==> src/adbi_pkg.sv <==
package adbi_pkg;

    localparam int BLOCK_INPUTS_DEF = 64;
    localparam int DECIM_TAPS  = 31;
    localparam int INTERP_TAPS = 32;
    localparam int INTERP_PHASE = INTERP_TAPS / 2;
    localparam int CLIP_LIMIT  = 32112;
    localparam int CLIP_RUN_MIN = 7;

    // configuration register indexes
    localparam logic [2:0] REG_B0 = 3'd0;
    localparam logic [2:0] REG_B1 = 3'd1;
    localparam logic [2:0] REG_B2 = 3'd2;
    localparam logic [2:0] REG_A1 = 3'd3;
    localparam logic [2:0] REG_A2 = 3'd4;

    // half-band decimator taps
    function automatic logic signed [15:0] decim_coef(input logic [4:0] idx);
        logic signed [15:0] c;
        case (idx)
            5'd0, 5'd30: c = -16'sd56;
            5'd2, 5'd28: c = 16'sd96;
            5'd4, 5'd26: c = -16'sd221;
            5'd6, 5'd24: c = 16'sd462;
            5'd8, 5'd22: c = -16'sd878;
            5'd10, 5'd20: c = 16'sd1609;
            5'd12, 5'd18: c = -16'sd3176;
            5'd14, 5'd16: c = 16'sd10342;
            5'd15: c = 16'sd16410;
            default: c = 16'sd0;
        endcase
        return c;
    endfunction

    // interpolator taps
    function automatic logic signed [15:0] interp_coef(input logic [4:0] idx);
        logic signed [15:0] c;
        case (idx)
            5'd0, 5'd31: c = -16'sd76;
            5'd1, 5'd30: c = -16'sd91;
            5'd2, 5'd29: c = 16'sd128;
            5'd3, 5'd28: c = 16'sd192;
            5'd4, 5'd27: c = -16'sd287;
            5'd5, 5'd26: c = -16'sd418;
            5'd6, 5'd25: c = 16'sd592;
            5'd7, 5'd24: c = 16'sd818;
            5'd8, 5'd23: c = -16'sd1110;
            5'd9, 5'd22: c = -16'sd1490;
            5'd10, 5'd21: c = 16'sd1996;
            5'd11, 5'd20: c = 16'sd2699;
            5'd12, 5'd19: c = -16'sd3755;
            5'd13, 5'd18: c = -16'sd5571;
            5'd14, 5'd17: c = 16'sd9647;
            default: c = 16'sd29495;
        endcase
        return c;
    endfunction

    // saturate a 48-bit value (an accumulator already shifted right) to 16 bits
    function automatic logic signed [15:0] sat16(input logic signed [47:0] v);
        logic signed [15:0] r;
        if (v > 48'sd32767)
            r = 16'sh7fff;
        else if (v < -48'sd32768)
            r = 16'sh8000;
        else
            r = v[15:0];
        return r;
    endfunction

endpackage

==> src/adbi_mac.sv <==
module adbi_mac
    import adbi_pkg::*;
(
    input  logic               clk,
    input  logic               rst_n,
    input  logic               clr,
    input  logic               en,
    input  logic signed [15:0] op_a,
    input  logic signed [15:0] op_b,
    output logic signed [47:0] acc
);

    logic signed [31:0] prod_reg;
    logic               pv_reg;
    logic signed [47:0] acc_reg;

    // registered product then accumulate
    always_ff @(posedge clk or negedge rst_n)
    begin
        if (!rst_n)
        begin
            pv_reg  <= 1'b0;
            acc_reg <= '0;
        end
        else
        begin
            pv_reg <= en;
            if (clr)
                acc_reg <= '0;
            else if (pv_reg)
                acc_reg <= acc_reg + 48'(prod_reg);
        end
    end

    always_ff @(posedge clk)
    begin
        prod_reg <= op_a * op_b;
    end

    assign acc = acc_reg;

endmodule

==> src/audio_decimate_biquad_interpolate.sv <==
// an odd-phase request gives its first result after the decimator, biquad and interpolator passes,
// and the second after the first is taken; an even-phase request gives none
// one request at a time runs on one shared multiply-accumulate; a waiting result holds the input
// until the output register empties
// reset: asynchronous active low; clears control, history memories are swept to zero
// in a sweep after reset, during which no request is accepted
module audio_decimate_biquad_interpolate
    import adbi_pkg::*;
#(
    parameter int BLOCK_INPUTS = BLOCK_INPUTS_DEF
)
(
    input  logic        clk,
    input  logic        rst_n,
    input  logic        in_valid,
    output logic        in_ready,
    input  logic [11:0] adc_sample,
    output logic        out_valid,
    input  logic        out_ready,
    output logic [11:0] dac_sample,
    output logic        pair_last,
    output logic        clip_led,
    input  logic        cfg_valid,
    output logic        cfg_ready,
    input  logic [2:0]  cfg_index,
    input  logic [15:0] cfg_data
);

    localparam int BPW = $clog2(BLOCK_INPUTS);

    typedef enum logic [3:0] {
        S_CLEAR, S_IDLE, S_DEC, S_DDRAIN, S_BQ, S_BDRAIN, S_INT, S_IDRAIN, S_OUT
    } state_t;

    state_t state_reg;

    // memories: decimator line (circular) and interpolator line (circular)
    logic signed [15:0] dmem [DECIM_TAPS];
    logic signed [15:0] imem [INTERP_PHASE];
    logic signed [15:0] drd_reg, ird_reg;

    logic [4:0] dhead_reg;          // index of next write (oldest entry)
    logic [3:0] ihead_reg;
    logic [4:0] cnt_reg;
    logic       phase_reg;
    logic       j_reg;
    logic [BPW-1:0] bpos_reg;
    logic [2:0] run_reg;
    logic       seen_reg, led_reg;
    logic signed [15:0] b0_reg, b1_reg, b2_reg, a1_reg, a2_reg;
    logic signed [15:0] x1_reg, x2_reg, y1_reg, y2_reg, d_reg;
    logic       blkend_reg;

    // mac control
    logic               mclr, men;
    logic signed [15:0] ma, mb;
    logic signed [47:0] macc;
    logic [2:0]         mdly_reg;

    adbi_mac u_mac (
        .clk(clk), .rst_n(rst_n), .clr(mclr), .en(men),
        .op_a(ma), .op_b(mb), .acc(macc)
    );

    assign in_ready  = (state_reg == S_IDLE) && !out_valid;
    assign cfg_ready = 1'b1;

    // read addresses
    logic [5:0] dsum;
    logic [4:0] daddr;
    logic [3:0] iaddr;
    assign dsum  = 6'(dhead_reg) + 6'(cnt_reg);
    assign daddr = (dsum >= 6'(DECIM_TAPS)) ? 5'(dsum - 6'(DECIM_TAPS)) : dsum[4:0];
    assign iaddr = ihead_reg + cnt_reg[3:0];

    // memory reads, registered
    always_ff @(posedge clk)
    begin
        drd_reg <= dmem[daddr];
        ird_reg <= imem[iaddr];
    end

    // operand select, driven from registered copies of the count and state to line up with the reads
    logic [4:0] cnt_d_reg;
    logic       mact_reg;
    always_ff @(posedge clk or negedge rst_n)
    begin
        if (!rst_n)
        begin
            cnt_d_reg <= '0;
            mact_reg  <= 1'b0;
        end
        else
        begin
            cnt_d_reg <= cnt_reg;
            mact_reg  <= (state_reg == S_DEC) || (state_reg == S_BQ) || (state_reg == S_INT);
        end
    end

    logic [2:0] sd_reg;
    always_ff @(posedge clk)
    begin
        sd_reg <= 3'(state_reg == S_DEC) | (3'(state_reg == S_BQ) << 1)
                  | (3'(state_reg == S_INT) << 2);
    end

    always_comb
    begin
        ma = '0;
        mb = '0;
        if (sd_reg[0])
        begin
            ma = decim_coef(cnt_d_reg);
            mb = drd_reg;
        end
        else if (sd_reg[1])
        begin
            case (cnt_d_reg[2:0])
                3'd0: begin ma = b0_reg; mb = d_reg; end
                3'd1: begin ma = b1_reg; mb = x1_reg; end
                3'd2: begin ma = b2_reg; mb = x2_reg; end
                3'd3: begin ma = a1_reg; mb = y1_reg; end
                default: begin ma = a2_reg; mb = y2_reg; end
            endcase
        end
        else if (sd_reg[2])
        begin
            ma = interp_coef(5'({cnt_d_reg[3:0], 1'b0}) + 5'(!j_reg));
            mb = ird_reg;
        end
    end
    assign men  = mact_reg;
    assign mclr = (state_reg == S_IDLE) || (mdly_reg == 3'd1);

    // shifted and saturated accumulator results
    logic signed [15:0] dec_val, bq_val, int_val;
    logic signed [47:0] s15, s14;
    assign s15 = macc >>> 15;
    assign s14 = macc >>> 14;
    assign dec_val = sat16(s15);
    assign bq_val  = sat16(s14);
    assign int_val = sat16(s15);

    logic clipped;
    assign clipped = (dec_val > 16'sd32112) || (dec_val < -16'sd32112);

    logic [15:0] xin;
    assign xin = {adc_sample - 12'd2048, 4'b0};

    logic [2:0] run_next;
    assign run_next = clipped ? ((run_reg < 3'(CLIP_RUN_MIN)) ? run_reg + 3'd1 : run_reg)
                              : 3'd0;

    // memory write ports: sweep after reset, new sample, new biquad output
    logic               dwe, iwe;
    logic [4:0]         dwaddr;
    logic [3:0]         iwaddr;
    logic signed [15:0] dwdata, iwdata;
    assign dwe    = (state_reg == S_CLEAR)
                    || ((state_reg == S_IDLE) && in_valid && in_ready);
    assign dwaddr = (state_reg == S_CLEAR) ? cnt_reg : dhead_reg;
    assign dwdata = (state_reg == S_CLEAR) ? 16'sd0 : xin;
    assign iwe    = (state_reg == S_CLEAR)
                    || ((state_reg == S_BDRAIN) && (mdly_reg == 3'd2));
    assign iwaddr = (state_reg == S_CLEAR) ? cnt_reg[3:0] : ihead_reg;
    assign iwdata = (state_reg == S_CLEAR) ? 16'sd0 : bq_val;

    always_ff @(posedge clk)
    begin
        if (dwe)
            dmem[dwaddr] <= dwdata;
        if (iwe)
            imem[iwaddr] <= iwdata;
    end

    // control and registers
    always_ff @(posedge clk or negedge rst_n)
    begin
        if (!rst_n)
        begin
            state_reg  <= S_CLEAR;
            dhead_reg  <= '0;
            ihead_reg  <= '0;
            cnt_reg    <= '0;
            phase_reg  <= 1'b0;
            j_reg      <= 1'b0;
            bpos_reg   <= '0;
            run_reg    <= '0;
            seen_reg   <= 1'b0;
            led_reg    <= 1'b0;
            blkend_reg <= 1'b0;
            out_valid  <= 1'b0;
            mdly_reg   <= '0;
            b0_reg <= 16'sd16384;
            b1_reg <= '0; b2_reg <= '0; a1_reg <= '0; a2_reg <= '0;
            x1_reg <= '0; x2_reg <= '0; y1_reg <= '0; y2_reg <= '0;
        end
        else
        begin
            if (cfg_valid)
            begin
                unique case (cfg_index)
                    REG_B0: b0_reg <= cfg_data;
                    REG_B1: b1_reg <= cfg_data;
                    REG_B2: b2_reg <= cfg_data;
                    REG_A1: a1_reg <= cfg_data;
                    REG_A2: a2_reg <= cfg_data;
                    default: ;
                endcase
            end
            if (out_valid && out_ready)
                out_valid <= 1'b0;
            if (mdly_reg != 3'd0)
                mdly_reg <= mdly_reg - 3'd1;

            unique case (state_reg)
                S_CLEAR:
                begin
                    cnt_reg <= cnt_reg + 5'd1;
                    if (cnt_reg == 5'(DECIM_TAPS - 1))
                    begin
                        cnt_reg   <= '0;
                        state_reg <= S_IDLE;
                    end
                end
                S_IDLE:
                begin
                    if (in_valid && in_ready)
                    begin
                        dhead_reg <= (dhead_reg == 5'(DECIM_TAPS - 1)) ? 5'd0
                                     : dhead_reg + 5'd1;
                        phase_reg <= !phase_reg;
                        blkend_reg <= (32'(bpos_reg) >= BLOCK_INPUTS - 1);
                        bpos_reg <= (32'(bpos_reg) >= BLOCK_INPUTS - 1) ? '0
                                    : bpos_reg + BPW'(1);
                        cnt_reg <= '0;
                        if (phase_reg)
                            state_reg <= S_DEC;
                        else if (32'(bpos_reg) >= BLOCK_INPUTS - 1)
                        begin
                            led_reg  <= seen_reg;
                            seen_reg <= 1'b0;
                            run_reg  <= '0;
                        end
                    end
                end
                S_DEC:
                begin
                    cnt_reg <= cnt_reg + 5'd1;
                    if (cnt_reg == 5'(DECIM_TAPS - 1))
                    begin
                        state_reg <= S_DDRAIN;
                        mdly_reg  <= 3'd4;
                    end
                end
                S_DDRAIN:
                begin
                    if (mdly_reg == 3'd2)
                    begin
                        d_reg   <= dec_val;
                        run_reg <= run_next;
                        if (blkend_reg)
                        begin
                            led_reg  <= seen_reg || (run_next >= 3'(CLIP_RUN_MIN));
                            seen_reg <= 1'b0;
                            run_reg  <= '0;
                        end
                        else if (run_next >= 3'(CLIP_RUN_MIN))
                            seen_reg <= 1'b1;
                    end
                    if (mdly_reg == 3'd1)
                    begin
                        cnt_reg   <= '0;
                        state_reg <= S_BQ;
                    end
                end
                S_BQ:
                begin
                    cnt_reg <= cnt_reg + 5'd1;
                    if (cnt_reg == 5'd4)
                    begin
                        state_reg <= S_BDRAIN;
                        mdly_reg  <= 3'd4;
                    end
                end
                S_BDRAIN:
                begin
                    if (mdly_reg == 3'd2)
                    begin
                        x2_reg <= x1_reg;
                        x1_reg <= d_reg;
                        y2_reg <= y1_reg;
                        y1_reg <= bq_val;
                        ihead_reg <= ihead_reg + 4'd1;
                    end
                    if (mdly_reg == 3'd1)
                    begin
                        cnt_reg   <= '0;
                        j_reg     <= 1'b0;
                        state_reg <= S_INT;
                    end
                end
                S_INT:
                begin
                    cnt_reg <= cnt_reg + 5'd1;
                    if (cnt_reg == 5'(INTERP_PHASE - 1))
                    begin
                        state_reg <= S_IDRAIN;
                        mdly_reg  <= 3'd4;
                    end
                end
                S_IDRAIN:
                begin
                    if (mdly_reg == 3'd2 && !out_valid)
                    begin
                        dac_sample <= 12'(int_val >>> 4) + 12'd2048;
                        pair_last  <= j_reg;
                        clip_led   <= led_reg;
                        out_valid  <= 1'b1;
                        state_reg  <= S_OUT;
                    end
                    else if (mdly_reg == 3'd2)
                        mdly_reg <= 3'd2;
                end
                S_OUT:
                begin
                    if (j_reg)
                        state_reg <= S_IDLE;
                    else if (!out_valid || out_ready)
                    begin
                        j_reg     <= 1'b1;
                        cnt_reg   <= '0;
                        mdly_reg  <= '0;
                        state_reg <= S_INT;
                    end
                end
                default: state_reg <= S_IDLE;
            endcase
        end
    end

    // result count never exceeds one held entry
    a_one_out: assert property (@(posedge clk) disable iff (!rst_n)
        (out_valid && !out_ready) |=> out_valid) else $error("result lost");
    a_no_accept_busy: assert property (@(posedge clk) disable iff (!rst_n)
        (state_reg != S_IDLE) |-> !in_ready) else $error("accept while busy");
    a_pair_order: assert property (@(posedge clk) disable iff (!rst_n)
        (out_valid && out_ready && pair_last) |=> (state_reg == S_IDLE || !out_valid))
        else $error("pair order");

endmodule
==> config.mk <==
export PLATFORM = sky130hd
export DESIGN_NAME = audio_decimate_biquad_interpolate
export DESIGN_NICKNAME = d
export VERILOG_FILES = /design/src/adbi_pkg.sv /design/src/adbi_mac.sv /design/src/audio_decimate_biquad_interpolate.sv
export SDC_FILE = /design/constraint.sdc
export NUM_CORES = 2
export LEC_CHECK = 0
export ABC_AREA = 1
export BUFFER_PORTS_ARGS = -buffer_cell sky130_fd_sc_hd__buf_2
export CAP_MARGIN = 20
export CORE_UTILIZATION = 45
export CTS_CLUSTER_DIAMETER = 200
export DETAILED_ROUTE_END_ITERATION = 8
export HOLD_SLACK_MARGIN = 0.05
export PLACE_DENSITY = 0.72
export SLEW_MARGIN = 10
export SYNTH_ARGS = -nofsm -noshare
export SYNTH_HDL_FRONTEND = slang
export SYNTH_SLANG_ARGS = --single-unit
==> constraint.sdc <==
create_clock -name clk -period 24 [get_ports clk]
set_input_delay 4.8 -clock clk [delete_from_list [all_inputs] [get_ports clk]]
set_output_delay 4.8 -clock clk [all_outputs]
set_load 0.02 [all_outputs]
Word level (Yosys, flattened, before mapping)
Memory sizes are Yosys's and may differ from the RTL's. A register that Yosys moved wholly into a read port is not among the register bits.
Cells that the tools add are included.
Storage, ports and cells
  register bits after elaboration: 300
  bits in writable memories: 752
  memory bits (read-only): 1024
  input bits: 36
  output and inout port bits: 17
  logic and storage cells: 224
  memories kept: 4
Memory list
  (name not given): words 32, bits a word 16, rd ports 1, clocked after Yosys merged registers in 0, wr ports 0, line adbi_pkg.sv:20  | case (idx)
  (name not given): words 32, bits a word 16, rd ports 1, clocked after Yosys merged registers in 0, wr ports 0, line adbi_pkg.sv:38  | case (idx)
  dmem: words 31, bits a word 16, rd ports 1, clocked after Yosys merged registers in 1, wr ports 1, line audio_decimate_biquad_interpolate.sv:38  | logic signed [15:0] dmem [DECIM_TAPS];
  imem: words 16, bits a word 16, rd ports 1, clocked after Yosys merged registers in 1, wr ports 1, line audio_decimate_biquad_interpolate.sv:39  | logic signed [15:0] imem [INTERP_PHASE];
Operators by class
  add/subtract/negate cells: 13
  multiply operators: 1
  magnitude comparators: 10
  equal/unequal tests: 39
  muxes and demuxes: 80
  bitwise logic cells: 2
  reduce and logical (&&, ||, !) cells: 43
Operators by type and width (number)
  $mux W16: 12
  $pmux W16 S4: 2
  $mux W48: 2
  $add A48 B32 Y48: 1
  $mux W4: 12
  $mux W3: 15
  $mux W5: 8
  $pmux W4 S9: 1
  $gt A34 B16 Y1 const B: 1
  $lt A34 B16 Y1 const B: 1
  $gt A33 B16 Y1 const B: 1
  $lt A33 B16 Y1 const B: 1
  $mul A16 B16 Y32: 1
  $pmux W5 S5: 1
  $mux W1: 21
  $eq A4 B3 Y1 const B: 4
  $gt A16 B16 Y1 const B: 1
  $lt A16 B16 Y1 const B: 1
  $ne A2 B1 Y1 const B: 8
  $ne A2 B2 Y1 const B: 8
  $reduce_and A2 Y1: 8
  $eq A3 B2 Y1 const B: 5
  $pmux W3 S5: 1
  $add A12 B12 Y12 const B: 1
  other kinds (42): 71

Depth between registers and ports, before layout
  depth in word-level cells: 11
  mapped depth: 39
  depth with buffers taken out: 35

By module
From an unflattened synthesis, not the netlist that was laid out.
Unflattened totals
  cells, all modules: 6390
  area total of the unflattened synthesis: 56678.1 µm²
By module, submodules not included
  audio_decimate_biquad_interpolate: instances 1, cells an instance 3826, area each 39203.8 µm², seq. area each 25035.3 µm²
  adbi_mac: instances 1, cells an instance 2564, area each 17474.3 µm², seq. area each 1866.8 µm²

Worst setup path before layout
Ideal clock, no wire load.
  path kind: register to register
  from: register cnt_d_reg[1]
  to: register u_mac.prod_reg[30]
  library setup time: 0.127 ns
  data arrival time: 7.635 ns
  required time: 23.873 ns
  slack: 16.238 ns
  cell stages (with the launch flop): 33
  path buffers: 4
  period minus slack after synthesis: 7.762 ns
  cell sequence: dfrtp_1 -> clkbuf_1 -> inv_1 -> clkbuf_1 -> ha_1 -> inv_2 -> nor2_2 -> inv_2 -> nand4_2 -> buf_2 -> o21ai_0 -> o211ai_1 -> nand2_1 -> buf_2 -> nor2_1 -> inv_1 -> fa_1 -> inv_1 -> fa_1 -> inv_1 -> fa_1 -> fa_1 -> fa_1 -> fa_1 -> inv_1 -> ha_1 -> a21oi_1 -> inv_1 -> a21oi_1 -> nor2_1 -> a211oi_1 -> o21ai_0 -> xor2_1
On the way
  longest elaborated chain between the ends: 6
  elaborated cells between the ends (all ways): 15
  those cells by class: add/sub (1); mul (1); eq/ne (3); mux (7); reduce/logical (1); memory (2)
Ends and longest elaborated chain
  from (decl): line audio_decimate_biquad_interpolate.sv:84  | logic [4:0] cnt_d_reg;
  from (signal assigned): line audio_decimate_biquad_interpolate.sv:95  | cnt_d_reg <= cnt_reg;
  $add A5 B1 Y5: line audio_decimate_biquad_interpolate.sv:128  | ma = interp_coef(5'({cnt_d_reg[3:0], 1'b0}) + 5'(!j_reg));
  $mem_v2 Z32 W16
  $mux W16: line audio_decimate_biquad_interpolate.sv:126  | else if (sd_reg[2])
  $mux W16: line audio_decimate_biquad_interpolate.sv:116  | else if (sd_reg[1])
  $mux W16: line audio_decimate_biquad_interpolate.sv:111  | if (sd_reg[0])
  $mul A16 B16 Y32 *: line adbi_mac.sv:37  | prod_reg <= op_a * op_b;
  to (signal assigned): line adbi_mac.sv:37
  to (decl): line adbi_mac.sv:13  | logic signed [31:0] prod_reg;
Every way passes the cells marked *; elsewhere a longest branch is shown, timed or not.
A chain may end at the register's enable or synchronous reset.

Final worst setup path
  from: register cnt_d_reg[1]
  to: register u_mac.prod_reg[26]
The elaborated chain is that of the path after synthesis.

==> results.json <==
{
  "max_freq_mhz": 102,
  "drv_cap": 0,
  "netlist_top_cells_count": "nand2_1 (1033), inv_1 (841), edfxtp_1 (658), nor2_1 (651), o21ai_0 (416)",
  "hp-class": "flip-flop to flip-flop",
  "numCtsBuffers": 98,
  "tns_ns": 0,
  "status": "finished clean",
  "cp.arrival_ns": 10.38,
  "synth.largest_area_cell": "edfxtp_1",
  "gp_congestion": 0.957,
  "max_stage_delay_ns": 0.83,
  "slowest_stage": "ha_1",
  "syn_area_um2": 54400,
  "die_w_um": 350,
  "crit_path_start_kind": "flip-flop",
  "fin_util": 0.497,
  "ctsHoldBuffers": 0,
  "ys_ff_latch": 956,
  "cts_tree": "built",
  "fin_crit_ns": 9.80,
  "drive_above_1_share": 0.0664,
  "post-synth-top-count-cell": "nand2_1",
  "path_max_fanout": 22,
  "avgSynthCellArea_um2": 9.43,
  "synth_cells": 5769,
  "num_antenna_cells": 0,
  "io_pins": 53,
  "rrSetupSlack_ns": 14.20,
  "grt_max_degree": 168,
  "max_slew_margin": 0.226,
  "drt-total-wl_mm": 147,
  "fin_cells": 7455,
  "grt_pass1_wl_mm": 231,
  "detail_route.first_pass.iterations": 6,
  "final_max_slew_viol_count": 0,
  "portBuffers": 51,
  "r2r-start": "cnt_d_reg[1]",
  "grt_overflow_total": 0,
  "vias": 41300,
  "post_cts_buffers": 0,
  "antenna_found_initial": 7,
  "crit_end": "u_mac.prod_reg[26]",
  "core-area_um2": 120000,
  "whs_ns": 0.469,
  "fin_worst_skew_ns": 0.0357,
  "synthToLayoutAreaGrowth_pct": 9.66,
  "yosys-top-cells-area": "edfxtp_1 (36%), dfrtp_1 (11%), fa_1 (9.7%)",
  "wl_per_cell_um": 19.8,
  "rsz0062_at_grt": "false",
  "largest_reg_flops": 372,
  "dpl.hpwl_mm": 98.6,
  "yosysWarnings": 0,
  "finalHoldViolations": 0,
  "clockBufferDepth": 3,
  "drtAntennaViolNets": 0,
  "synth_edf_count": 658,
  "finalSetupViolations": 0,
  "required_ns": 24.58,
  "dieArea_um2": 122000,
  "placed_cells": 7264,
  "tightest_slew_ns": 1.16,
  "synth-main-ff-cell": "edfxtp_1",
  "viasPerCell": 5.53,
  "start_util": 0.454,
  "final_nets": 6230,
  "clk_latency_ns": 0.70,
  "fillCellCount": 10800,
  "fp.dieH_um": 350,
  "yosysUniqueCellTypes": 72,
  "layout_worst_path_cycle_share": 0.408,
  "htree_num_levels": 3,
  "r2r_cells": 29,
  "fp-row-count": 127,
  "yosysSeqAreaShare": 0.494,
  "ys_async_sr_fraction": 0.246,
  "root_buffer": "clkbuf_16",
  "clkTransAtPathRegs_ns": 0.07,
  "route.detailed.drc": 0,
  "r2r_end": "u_mac.prod_reg[26]",
  "cts_resized": 0,
  "grt_util_all_layers": 0.242,
  "worst_setup_path_end_kind": "flip-flop",
  "yosysTopAreaCellShare": 0.363,
  "syn-num-nets": 6235,
  "grt_pass1_vias": 40200,
  "critical_path_class": "flip-flop to flip-flop",
  "cp-startpoint": "cnt_d_reg[1]",
  "drtIter0Drc": 4531,
  "clock_sink_count": 956
}
layout by cell type (no fill, tap or decap), types with 13 or more instances in the layout:
cell | synthesis | final
nor4_1 | 14 | 14
clkinv_1 | 3 | 15
inv_1 | 841 | 840
buf_4 | 7 | 91
a31oi_1 | 44 | 44
nor2_2 | 4 | 20
nand3b_1 | 135 | 135
ha_1 | 165 | 164
nand4_1 | 17 | 17
dfxtp_1 | 63 | 63
o21ai_0 | 416 | 416
clkbuf_1 | 151 | 20
a21oi_1 | 190 | 190
o32ai_1 | 63 | 63
clkbuf_16 | 0 | 100
xor2_1 | 33 | 32
fa_1 | 265 | 264
clkinv_2 | 0 | 21
xnor2_1 | 23 | 22
buf_2 | 80 | 50
nand2b_1 | 15 | 15
nor3_1 | 26 | 25
mux2_2 | 16 | 16
dfrtp_1 | 234 | 234
o21ai_1 | 15 | 15
a211oi_1 | 14 | 14
inv_2 | 14 | 14
nand2_1 | 1033 | 1032
o21a_1 | 13 | 13
o211ai_1 | 17 | 17
nor2_1 | 651 | 633
nand3_1 | 390 | 390
edfxtp_1 | 658 | 658
o22ai_1 | 21 | 21
metal layers:
layer	track usage	part of all wire	vias to the layer above
met5	0	0.000054	-
met4	0.0735	0.026	2
met3	0.0330	0.084	254
met2	0.381	0.45	1830
met1	0.349	0.44	20100
li1	-	-	19000
layout make-up:
type / count / area (µm²) / area share
flip-flops and latches: 956 / 26900 / 0.451
multi-input cells: 3699 / 23300 / 0.391
inverters: 858 / 3220 / 0.0540
clock buffers: 127 / 2670 / 0.0448
well taps: 1612 / 2020 / 0.0338
repair buffers: 151 / 1070 / 0.0180
clock inverters: 52 / 473 / 0.00793
worst max-delay path, delay by kind of cell, from the launching register on:
| family | cells | cell delay [ns] |
|---|---|---|
| AO/OA/AOI/OAI | 8 | 1.94 |
| XOR/XNOR | 1 | 0.15 |
| adder cells (fa/ha/maj) | 8 | 4.34 |
| buffers and inverters | 7 | 0.85 |
| flip-flops | 1 | 0.73 |
| AND/OR/NAND/NOR | 5 | 1.65 |
per-stage QoR:
stage | worst slack, ns | cell area [µm²]
floorplan | 16.24 | 54400
global placement | 14.36 | 56300
detailed placement | 14.37 | 56400
CTS | 14.33 | 59500
global route | 13.69 | 59700
finish | 14.20 | 59700
kinds of logic after synthesis:
| group | Yosys count | share of synthesized area |
|---|---|---|
| AO/OA/AOI/OAI | 884 | 0.0952 |
| XOR/XNOR | 57 | 0.00931 |
| adder cells (fa/ha/maj) | 430 | 0.135 |
| buffers and inverters | 1114 | 0.0796 |
| flip-flops | 956 | 0.494 |
| multiplexers | 17 | 0.00350 |
| other | 1 | 0.0000689 |
| AND/OR/NAND/NOR | 2310 | 0.182 |
how the worst min path moves through the flow:
| stage | cells after the start | startpoint | end | slack (ns) |
|---|---|---|---|---|
| after detailed placement | 1 | bpos_reg[4] | bpos_reg[4] | 0.46 |
| after CTS | 2 | x1_reg[4] | x2_reg[4] | 0.47 |
| after global routing | 0 | mact_reg | u_mac.pv_reg | 0.49 |
| after floorplan | 0 | mact_reg | u_mac.pv_reg | 0.33 |
| final | 2 | x1_reg[4] | x2_reg[4] | 0.47 |
| after global placement | 1 | bpos_reg[4] | bpos_reg[4] | 0.46 |
Power is not shown: default switching activity piles up to over one toggle a cycle in this logic, so the estimate is an artifact.
